### src/rtl/mmfn_div.sv
// ----------------------------------------------------------------------------
// mmfn_div
// Restoring divider: quo = floor(num * 2^QW / den) for num < den, one
// quotient bit per cycle.
// ----------------------------------------------------------------------------
module mmfn_div #(
	parameter int W  = 16,
	parameter int QW = 16
) (
	input  logic          clk,
	input  logic          arst_n,
	input  logic          start,
	input  logic [W-1:0]  num,
	input  logic [W-1:0]  den,
	output logic          done,
	output logic [QW-1:0] quo
);
	localparam int CW = $clog2(QW + 1);

	logic          run_q;
	logic          done_q;
	logic [CW-1:0] cnt_q;
	logic [W-1:0]  rem_q;
	logic [W-1:0]  den_q;
	logic [QW-1:0] quo_q;
	logic [W:0]    rem2;
	logic [W:0]    diff;
	logic          take;

	assign rem2 = {rem_q, 1'b0};
	assign diff = rem2 - {1'b0, den_q};
	assign take = (rem2 >= {1'b0, den_q});

	always_ff @(posedge clk or negedge arst_n) begin
		if (!arst_n) begin
			run_q  <= 1'b0;
			done_q <= 1'b0;
			cnt_q  <= '0;
		end else begin
			done_q <= 1'b0;
			if (start) begin
				run_q <= 1'b1;
				cnt_q <= CW'(QW);
			end else if (run_q) begin
				cnt_q <= cnt_q - CW'(1);
				if (cnt_q == CW'(1)) begin
					run_q  <= 1'b0;
					done_q <= 1'b1;
				end
			end
		end
	end

	always_ff @(posedge clk) begin
		if (start) begin
			rem_q <= num;
			den_q <= den;
			quo_q <= '0;
		end else if (run_q) begin
			// remainder stays below den, so the top bit of diff is dropped
			rem_q <= take ? diff[W-1:0] : rem2[W-1:0];
			quo_q <= {quo_q[QW-2:0], take};
		end
	end

	assign done = done_q;
	assign quo  = quo_q;

endmodule

### config.mk
export PLATFORM = sky130hd
export DESIGN_NAME = mmfn_div
export DESIGN_NICKNAME = d
export VERILOG_FILES = /design/src/rtl/mmfn_div.sv
export SDC_FILE = /design/constraint.sdc
export NUM_CORES = 1
export LEC_CHECK = 0
export ABC_AREA = 1
export BUFFER_PORTS_ARGS = -buffer_cell sky130_fd_sc_hd__buf_4
export CAP_MARGIN = 30
export CORE_UTILIZATION = 45
export CTS_BUF_LIST = sky130_fd_sc_hd__clkbuf_8 sky130_fd_sc_hd__clkbuf_16
export DETAILED_ROUTE_END_ITERATION = 16
export PLACE_DENSITY = 0.62
export SYNTH_ARGS = -nofsm -noshare
export SYNTH_HDL_FRONTEND = slang
export SYNTH_SLANG_ARGS = --single-unit
### constraint.sdc
create_clock -name clk -period 2.6 [get_ports clk]
set_input_delay 0.52 -clock clk [delete_from_list [all_inputs] [get_ports clk]]
set_output_delay 0.52 -clock clk [all_outputs]
set_load 0.05 [all_outputs]
# [Word-level counts from Yosys, hierarchy flattened]
# Index checks and enable logic that the tools add are counted.
[totals] reg_bits=55 in_bits=35 wordCells=22
[op_classes] n_addsub=2 magnitude_cmp=1 n_eq_ne=1 mux=11 n_reduce_logical=1
[ops] op="$mux W16" n=3
[ops] op="$ge A17 B16 Y1" n=1
[ops] op="$sub A16 B16 Y16" n=1
[ops] op="$mux W5" n=2
[ops] op="$mux W1" n=6
[ops] op="$eq A5 B1 Y1 const B" n=1
[ops] op="$sub A5 B1 Y5 const B" n=1
[ops] op="$reduce_bool A2 Y1" n=1

# [Longest topological paths before layout]
# Gate-level depths: netlist (run 1).
[logic_depth] word_depth=4 mapped_depth=14

# [Worst setup path after synthesis (run 1)]
# Ideal clock, no wire load.
[synth_path] path_kind="register to register" startpoint="register rem_q[0]" endpoint="register rem_q[0], data pin" setup_ps=253 arrival_time_ps=1632 required_ps=2347 slack_ps=714 stages_incl_launch_ff=12 synth_period_minus_slack_ps=1886 path_cell_list="edfxtp_1 -> ha_1 -> ha_1 -> nand2_1 -> nor2_1 -> nand3_1 -> nor2_4 -> nor2_4 -> nand2_4 -> buf_12 -> nand3_1 -> nand2_1"
[synth_between] elab_chain_cells=4
[synth_rtl] item="from (decl)" line="23" text="logic [W-1:0] rem_q;"
[synth_rtl] item="from (signal assigned)" line="56" text="rem_q <= num;"
[synth_rtl] item="from (signal assigned)" line="61" text="rem_q <= take ? diff[W-1:0] : rem2[W-1:0];"
[synth_rtl] item="$ge A17 B16 Y1" line="32" text="assign take = (rem2 >= {1'b0, den_q});"
[synth_rtl] item="$mux W16" line="61"
[synth_rtl] item="$mux W16" line="59" text="end else if (run_q) begin"
[synth_rtl] item="$mux W16" line="55" text="if (start) begin"
# Every way passes these cells. The select of a mux whose other input is x is not followed.
# A chain may end at the register's enable or synchronous reset.

# [Worst setup path after layout (run 1)]
[layout_path] startpoint="register rem_q[8]" endpoint="register rem_q[13], data pin"
[layout_between] elab_chain_cells=4
[layout_rtl] item="$sub A16 B16 Y16 / $ge A17 B16 Y1 (equally long branches)" line="31, 32"
[layout_rtl] item="$mux W16 *" line="61"
[layout_rtl] item="$mux W16 *" line="59"
[layout_rtl] item="$mux W16 *" line="55"
# Every way passes the cells marked *; elsewhere a longest branch is shown, timed or not. The select of a mux whose other input is x is not followed.

==> impl_metrics.yaml, run 1 <==
status:
  status: "finished clean"
timing:
  final.period_utilization: 0.877
  skew_ns: 0.00459
  worstMarginPinSlew_ns: 0.536
  rsz0062_at_grt: "no"
  hold_ws_ns: 0.376
  setup_viol: 0
  fin_crit_ns: 2.28
  slew_headroom: 0.642
  finalMaxSlewViolations: 0
  max_freq_mhz: 438
  hold_viol: 0
  fin_tns_setup_ns: 0
final_layout:
  diodes: 0
  drive_above_1_share: 0.227
  nFillCells: 718
  areaGrowthSynthToFinish_pct: 16.6
  fin_nets: 547
logic_synthesis:
  yosys-top-cells-area: "edfxtp_1, nand2_1, dfxtp_1"
  syn_avg_cell_area_um2: 7.94
  synth_common_cells: "nand2_1, inv_1, edfxtp_1"
  yosysTopAreaCellShare: 0.276
  yosysMostFrequentCell: "nand2_1"
  synth_nets: 493
  synth_xor_area_frac: 0.0151
  synthMuxAreaShare: 0
  synthAdderAreaFrac: 0.0703
  syn-instance-count: 439
  synth_cell_types: 35
  netlist_area_um2: 3490
  ys.flop_type: "edfxtp_1"
  synth_compound_area_frac: 0.0542
  yosys.area_share.simple: 0.328
  async_reset_ff_frac: 0.127
  synth_edf_count: 32
  synth_top_family_by_area: "simple AND/OR/NAND/NOR gates"
  synth_seq_cells: 55
  yosys.area.top_type: "edfxtp_1"
  ys_warn_count: 0
  synth-seq-area-share: 0.418
worst_setup_path:
  crit_path_end_kind: "register"
  slowest_delay_ns: 0.43
  crit_family: "simple AND/OR/NAND/NOR gates"
  cpMostUsedCell: "nand2_1"
  rrSetupSlack_ns: 0.32
  cpMaxStageDelayCell: "ha_1"
  rr_endpoint: "rem_q[13]$_DFFE_PP_"
  cp.arrival_ns: 2.36
  crit_path_start_kind: "register"
  cp_num_buf_inv: 1
  reg2reg_from: "rem_q[8]$_DFFE_PP_"
  worst-path-max-fanout: 17
  path_cells: "ha_1 -> nand2_1 -> nor2_1 -> inv_1 -> nor2_2 -> nand2_4 -> nand2_4 -> nand3_1 -> nand2_1 -> nand2_1"
  critPathKind: "reg2reg"
  required_ns: 2.68
  reg2regPathDepth: 10
cts:
  cts_hold_buf: 1
  cts_setup_buffers: 0
  clk-insertion-delay-late_ns: 0.31
  cts_tree: "built"
  cts_resized: 0
  cts_buffer_depth: 2
  cts_sinks: 55
  cts_made_buffers: 5
  cts-root-buf: "clkbuf_8"
  path_clk_slew_ns: 0.11
  htree_levels: 2
global_route:
  grtUsageTotal: 0.188
  grt-ovfl-total: 0
  use_met1: 0.248
  grt_max_degree: 33
  grt_util_met3: 0.0288
  use_met2: 0.322
  grt_antenna_before_repair: 0
  first_global_vias: 2766
  top_usage_layer: "met2"
  grt_first_pass_wirelength_mm: 12.5
floorplan:
  rows: 31
  die-area_um2: 8110
  fp.dieH_um: 90.0
  core_um2: 7370
  pin_count: 52
  die_w_um: 90.0
  start_util: 0.473
min_path:
  hold_depth: 1
  hold_path.class: "in2reg"
  hold_path_startpoint: "den[6]"
  min_to: "den_q[6]$_DFFE_PP_"
route:
  wire_per_inst_um: 12.2
  via_count: 2812
  vias_per_cell: 4.74
  ant_nets: 0
  first_iter_violations: 158
  routed_wl_mm: 7.21
  drcViolationCount: 0
  firstDrtPassIters: 4
power_and_ir_drop:
  p_per_area_nw_per_um2: 953
  finalPower_mw: 3.87
  cellLeakagePower_nw: 2.05
  vdd_drop_max_mv: 0.542
placement:
  gp_congestion: 0.896
  io_buffers: 51
  hpwl_mm: 5.42
job:
  cap_violations: 0
-- per-stage QoR --
| stage | area, um2 | worst slack, ns | cells | utilization |
|---|---|---|---|---|
| after floorplan | 3490 | 0.714 | 439 | - |
| after global placement | 3950 | 0.346 | 584 | 0.537 |
| after detailed placement | 3950 | 0.336 | 584 | 0.537 |
| after CTS | 4070 | 0.308 | 593 | 0.552 |
| after global routing | 4070 | 0.150 | 593 | 0.552 |
| final | 4070 | 0.319 | 593 | 0.552 |
-- metal layers --
metal / vias up / part of all wire
met5: - / 0
met3: 5 / 0.030
met1: 1270 / 0.48
met2: 41 / 0.48
li1: 1496 / -
met4: 0 / 0.0083
-- state kept, by name, indices dropped and copies added, names as in the netlist --
| name | flops |
|---|---|
| done | 1 |
| rem_q | 16 |
| quo | 16 |
| cnt_q | 5 |
| den_q | 16 |
| run_q | 1 |
-- worst max-delay path by stage --
stage	slack [ns]	from	endpoint	cells past startpoint
finish	0.32	rem_q[8]$_DFFE_PP_	rem_q[13]$_DFFE_PP_	10
global route	0.15	rem_q[9]$_DFFE_PP_	rem_q[0]$_DFFE_PP_	11
CTS	0.31	rem_q[8]$_DFFE_PP_	rem_q[15]$_DFFE_PP_	10
detailed placement	0.34	rem_q[8]$_DFFE_PP_	rem_q[15]$_DFFE_PP_	10
global placement	0.35	rem_q[8]$_DFFE_PP_	rem_q[13]$_DFFE_PP_	10
floorplan	0.71	rem_q[0]$_DFFE_PP_	rem_q[0]$_DFFE_PP_	11
-- cell usage in the layout (no fill, tap or decap) --
| cell type | Yosys | layout |
|---|---|---|
| nor2_2 | 3 | 3 |
| nand2_4 | 2 | 2 |
| or2_1 | 1 | 1 |
| buf_4 | 0 | 55 |
| xor2_1 | 2 | 2 |
| nor2_1 | 15 | 15 |
| o21ai_2 | 1 | 1 |
| a21oi_2 | 1 | 1 |
| o21ai_0 | 5 | 5 |
| clkbuf_8 | 0 | 6 |
| o21bai_1 | 1 | 1 |
| a21oi_1 | 9 | 9 |
| xnor2_1 | 4 | 4 |
| nor4_1 | 1 | 1 |
| nand3_1 | 28 | 28 |
| nand3b_1 | 11 | 11 |
| inv_1 | 82 | 82 |
| nor3_1 | 2 | 2 |
| nand2_1 | 122 | 122 |
| nand4_1 | 7 | 7 |
| or2_2 | 1 | 1 |
| and2_1 | 1 | 1 |
| clkinv_4 | 0 | 1 |
| dfrtp_1 | 7 | 7 |
| edfxtp_1 | 32 | 32 |
| ha_1 | 18 | 18 |
| dlygate4sd3_1 | 0 | 1 |
| o22ai_1 | 15 | 15 |
| nand2_2 | 21 | 21 |
| nand3_2 | 11 | 11 |
| inv_8 | 0 | 1 |
| inv_2 | 5 | 5 |
| dfxtp_1 | 16 | 16 |
| nor2_4 | 4 | 4 |
| fa_1 | 1 | 1 |
| clkinv_1 | 1 | 1 |
-- power by group --
group	leakage (nW)	switching [mW]	internal, mW	total [mW]
registers	0.542	0.0884	1.13	1.22
clock network	0.0533	0.306	0.225	0.532
logic	1.46	1.34	0.785	2.12
-- cell type report --
| cell class | count | area (um2) | area share |
|---|---|---|---|
| sequential | 55 | 1460 | 0.358 |
| inverter | 88 | 330 | 0.0812 |
| clock inverter | 2 | 20.0 | 0.00492 |
| timing repair buffer | 56 | 423 | 0.104 |
| tap | 99 | 124 | 0.0305 |
| multi-input combinational | 287 | 1630 | 0.401 |
| clock buffer | 6 | 82.6 | 0.0203 |
-- kinds of logic (layout without fill, tap and decap cells) --
logic type,Yosys count,in the layout
AO/OA/AOI/OAI,32,32
XOR/XNOR,6,6
adder cells (fa/ha/maj),19,19
buffers and inverters,97,152
flip-flops,55,55
AND/OR/NAND/NOR,230,230
No activity file was read; power rests on OpenSTA's default activity.
==> run 2: changes to the inputs <==
CORE_ASPECT_RATIO = 1.4   (was default)
==> run 2 against run 1 <==
  * Combinational power about the same
  * Non-clock buffer count fell by 1
  * Routed wire length is 6.1% higher
  * Setup slack worse by 0.028 ns
  * Critical path depth unchanged
  * Via count is 1.9% higher
  * Worst hold slack got worse by 0.0074 ns
  * Fmax down 1.2%
  * Die area about the same
  * Highest routed layer unchanged
==> impl_metrics.yaml, run 2 (same netlist as run 1, synthesis figures left out) <==
global_route:
  grt_antenna_before_repair: 0
  first_global_vias: 2976
  grtUsageTotal: 0.204
  grt_first_pass_wirelength_mm: 13.1
  grt-ovfl-total: 0
  grt_max_degree: 36
route:
  first_iter_violations: 123
  via_count: 2865
  routed_wl_mm: 7.65
  ant_nets: 0
  wire_per_inst_um: 13.0
  firstDrtPassIters: 4
  drcViolationCount: 0
  vias_per_cell: 4.86
worst_setup_path:
  crit_path_start_kind: "register"
  worst-path-max-fanout: 17
  critPathKind: "reg2reg"
  required_ns: 2.69
  crit_path_end_kind: "register"
  cp.arrival_ns: 2.40
cts:
  cts_tree: "built"
  clk-insertion-delay-late_ns: 0.32
  cts_made_buffers: 5
  htree_levels: 2
  cts_setup_buffers: 0
  cts_resized: 0
  cts_sinks: 55
  cts_buffer_depth: 2
  path_clk_slew_ns: 0.11
  cts-root-buf: "clkbuf_8"
floorplan:
  die-area_um2: 8110
  core_um2: 7410
  die_w_um: 76.4
  start_util: 0.471
  fp.dieH_um: 106
  pin_count: 52
  rows: 37
placement:
  hpwl_mm: 5.63
  placedCellCount: 581
  gp_congestion: 0.904
  io_buffers: 51
timing:
  rsz0062_at_grt: "no"
  fin_tns_setup_ns: 0
  setup_viol: 0
  worstMarginPinSlew_ns: 0.542
  max_freq_mhz: 433
  fin_crit_ns: 2.31
  slew_headroom: 0.637
  hold_ws_ns: 0.368
  final.period_utilization: 0.888
  skew_ns: 0.00967
  finalMaxSlewViolations: 0
  hold_viol: 0
final_layout:
  multiInputGateArea_um2: 1630
  areaGrowthSynthToFinish_pct: 15.9
  layoutNonFillerInstCount: 590
  final_cell_mix: "nand2_1, inv_1, buf_4"
  drive_above_1_share: 0.223
  layout_commonest_cell: "nand2_1"
  regArea_um2: 1460
  fin_nets: 546
  nFillCells: 723
  diodes: 0
power_and_ir_drop:
  power_frac_seq: 0.317
  pwr-share-clk: 0.129
  p_sw_mw: 1.76
  combPwrFrac: 0.554
  p_int_mw: 2.11
  p_per_area_nw_per_um2: 957
  sw_frac_of_total: 0.454
  cellLeakagePower_nw: 2.05
  vdd_drop_max_mv: 0.414
job:
  cap_violations: 0
status:
  status: "finished clean"
min_path:
  hold_path.class: "in2reg"
-- run 2: cell types whose count changed in the layout (fill, tap and decap cells not counted), sizes merged --
| cell | delta |
|---|---|
| inv | +2 |
| buf | -1 |
| clkbuf | -1 |
| clkinv | -1 |
-- run 2: routing by layer --
layer | track usage | share of wire | vias up
met5 | 0 | 0 | -
met4 | 0.0769 | 0.018 | 0
met3 | 0.0223 | 0.029 | 10
met2 | 0.386 | 0.53 | 46
met1 | 0.234 | 0.43 | 1310
li1 | - | - | 1499
-- run 2: power by group through the flow --
stage          combinational [mW]  clock, mW  sequential, mW
6_report                     2.14      0.498            1.23
5_1_grt                      2.44      0.537            1.25
4_1_cts                      2.15      0.514            1.23
3_5_place_dp                 2.14          0            1.25
3_3_place_gp                 2.11          0            1.24
2_1_floorplan                1.72          0            1.27
-- run 2: metrics by stage --
stage | instance area [um2] | power (mW) | worst slack [ns] | util
after floorplan | 3490 | 2.99 | 0.714 | -
after global routing | 4040 | 4.23 | 0.0385 | 0.546
after detailed placement | 3940 | 3.38 | 0.289 | 0.532
final | 4040 | 3.87 | 0.291 | 0.546
after CTS | 4040 | 3.89 | 0.273 | 0.546
after global placement | 3940 | 3.35 | 0.336 | 0.532
-- run 2: timing repair --
item,4_1_cts,5_1_grt
hold buffers,1,0
endpoints found under the setup margin,0,0
endpoints found under the hold margin,7,0
-- run 2: critical path, stage by stage (launching register included) --
cell and delay [ns]:
edfxtp_1 0.42, ha_1 0.34, ha_1 0.20, nand2_1 0.06, nor2_1 0.04, nand3_1 0.11, nor2_4 0.05, nor2_4 0.40
nand2_4 0.27, nand3_1 0.14, nand2_1 0.05
-- run 2: worst paths after layout --
check	endpoint	startpoint	slack, ns	depth (start not counted)
max	rem_q[0]$_DFFE_PP_	rem_q[0]$_DFFE_PP_	0.29	10
min	den_q[2]$_DFFE_PP_	den[2]	0.37	1
max reg2reg	rem_q[0]$_DFFE_PP_	rem_q[0]$_DFFE_PP_	0.29	10
min reg2reg	cnt_q[3]$_DFFE_PN0P_	cnt_q[3]$_DFFE_PN0P_	0.47	1
max in group asynchronous	cnt_q[0]$_DFFE_PN0P_	arst_n	1.93	2
min in group asynchronous	cnt_q[2]$_DFFE_PN0P_	arst_n	0.54	2
-- run 2: cell type report --
cell class	instances	share of cell area
Multi-Input combinational cell	287	0.403
Sequential cell	55	0.360
Timing Repair Buffer	55	0.103
Inverter	88	0.0817
Tap cell	97	0.0300
Clock buffer	5	0.0170
Clock inverter	3	0.00464
==> run 3: changes to the inputs <==
REMOVE_ABC_BUFFERS = 1   (was default)
==> run 3 against run 2 <==
  * Critical path depth is the same
  * Core utilization grew 0.39 points
  * Sequential power is essentially flat
  * Routed wire length grew 1.9%
  * Non-clock buffer count grew 1
  * Sequential share of layout area shrank 0.25 points
  * Final area grew 0.71%
==> impl_metrics.yaml, run 3 (same netlist as run 1, synthesis figures left out) <==
status:
  status: "finished clean"
route:
  drcViolationCount: 0
  vias_per_cell: 4.89
  first_iter_violations: 104
  firstDrtPassIters: 4
  ant_nets: 0
  routed_wl_mm: 7.80
  via_count: 2889
  wire_per_inst_um: 13.2
worst_setup_path:
  cpMostUsedCell: "nand2_1"
  reg2reg_from: "rem_q[8]$_DFFE_PP_"
  critPathKind: "reg2reg"
  cpMaxStageDelayCell: "ha_1"
  crit_path_start_kind: "register"
  rr_endpoint: "rem_q[14]$_DFFE_PP_"
  worst-path-max-fanout: 17
  reg2regPathDepth: 10
  cp.arrival_ns: 2.38
  path_cells: "ha_1 -> nand2_1 -> nor2_1 -> inv_1 -> nor2_2 -> nand2_4 -> nand2_4 -> nand3_1 -> nand2_1 -> nand2_1"
  rrSetupSlack_ns: 0.33
  slowest_delay_ns: 0.41
  crit_path_end_kind: "register"
  required_ns: 2.70
final_layout:
  nFillCells: 739
  layout_commonest_cell: "nand2_1"
  layoutNonFillerInstCount: 591
  final_cell_mix: "nand2_1, inv_1, buf_4"
  drive_above_1_share: 0.227
  diodes: 0
  regArea_um2: 1460
  areaGrowthSynthToFinish_pct: 16.7
  fin_nets: 547
  multiInputGateArea_um2: 1630
power_and_ir_drop:
  p_per_area_nw_per_um2: 962
  vdd_drop_max_mv: 0.417
  cellLeakagePower_nw: 2.05
global_route:
  first_global_vias: 3069
  grt_antenna_before_repair: 0
  grt-ovfl-total: 0
  grtUsageTotal: 0.211
  grt_max_degree: 27
  grt_first_pass_wirelength_mm: 13.5
cts:
  htree_levels: 2
  path_clk_slew_ns: 0.11
  cts_buffer_depth: 2
  clk-insertion-delay-late_ns: 0.33
  cts_sinks: 55
  cts_tree: "built"
  cts-root-buf: "clkbuf_8"
  cts_resized: 0
  cts_made_buffers: 5
min_path:
  min_to: "den_q[14]$_DFFE_PP_"
  hold_path_startpoint: "den[14]"
  hold_depth: 1
  hold_path.class: "in2reg"
placement:
  io_buffers: 51
  hpwl_mm: 5.86
  placedCellCount: 582
  gp_congestion: 0.907
timing:
  slew_headroom: 0.628
  skew_ns: 0.00940
  fin_crit_ns: 2.27
  max_freq_mhz: 440
  rsz0062_at_grt: "no"
  finalMaxSlewViolations: 0
  fin_tns_setup_ns: 0
  hold_viol: 0
  final.period_utilization: 0.875
  setup_viol: 0
  worstMarginPinSlew_ns: 0.557
floorplan:
  die-area_um2: 8110
  core_um2: 7410
  start_util: 0.471
  pin_count: 52
  fp.dieH_um: 106
  rows: 37
  die_w_um: 76.4
job:
  cap_violations: 0
[run 3: per-layer routing]
layer,up-vias,track usage,wire (um)
met4,0,0.0934,185
li1,1499,-,-
met2,68,0.390,4060
met1,1309,0.236,3220
met5,-,0,0
met3,13,0.0326,334
[run 3: worst max-delay path by stage]
stage | startpoint | to | slack (ns) | cells past startpoint
floorplan | rem_q[0]$_DFFE_PP_ | rem_q[0]$_DFFE_PP_ | 0.65 | 10
global placement | rem_q[8]$_DFFE_PP_ | rem_q[14]$_DFFE_PP_ | 0.36 | 10
detailed placement | rem_q[14]$_DFFE_PP_ | rem_q[14]$_DFFE_PP_ | 0.33 | 10
CTS | rem_q[14]$_DFFE_PP_ | rem_q[14]$_DFFE_PP_ | 0.32 | 10
global route | rem_q[8]$_DFFE_PP_ | rem_q[14]$_DFFE_PP_ | 0.11 | 10
finish | rem_q[8]$_DFFE_PP_ | rem_q[14]$_DFFE_PP_ | 0.33 | 10
[run 3: worst max-delay path, delay by kind of cell, from the launching register on]
| family | cells | cell delay, ns |
|---|---|---|
| DFF | 1 | 0.40 |
| and+or+nand+nor | 8 | 1.14 |
| buffers and inverters | 1 | 0.09 |
| adders and majority gates | 1 | 0.41 |
[run 3: layout make-up]
type                       instances  share of cell area
sequential                        55               0.358
clock inverter                     3             0.00676
multi-input combinational        287               0.401
clock buffer                       5              0.0169
tap                               97              0.0298
inverter                          88              0.0812
timing repair buffer              56               0.107
[run 3: timing repair]
action	in CTS	in global routing
hold buffers	1	0
setup buffers	0	0
endpoints found under the hold margin	7	0
[run 3: stage by stage]
stage	util	hold WS, ns	total power, mW	setup slack, ns	instance area (um2)
floorplan	-	0.224	2.91	0.648	3420
global placement	0.535	0.337	3.37	0.356	3960
detailed placement	0.535	0.336	3.40	0.334	3960
CTS	0.549	0.347	3.95	0.317	4070
global route	0.549	0.343	4.29	0.110	4070
finish	0.549	0.359	3.92	0.326	4070
[run 3: power by group]
group	leakage [nW]	internal [mW]	switching, mW
combinational	1.46	0.800	1.37
clock	0.0467	0.201	0.322
sequential	0.542	1.13	0.0941
total	2.05	2.14	1.78
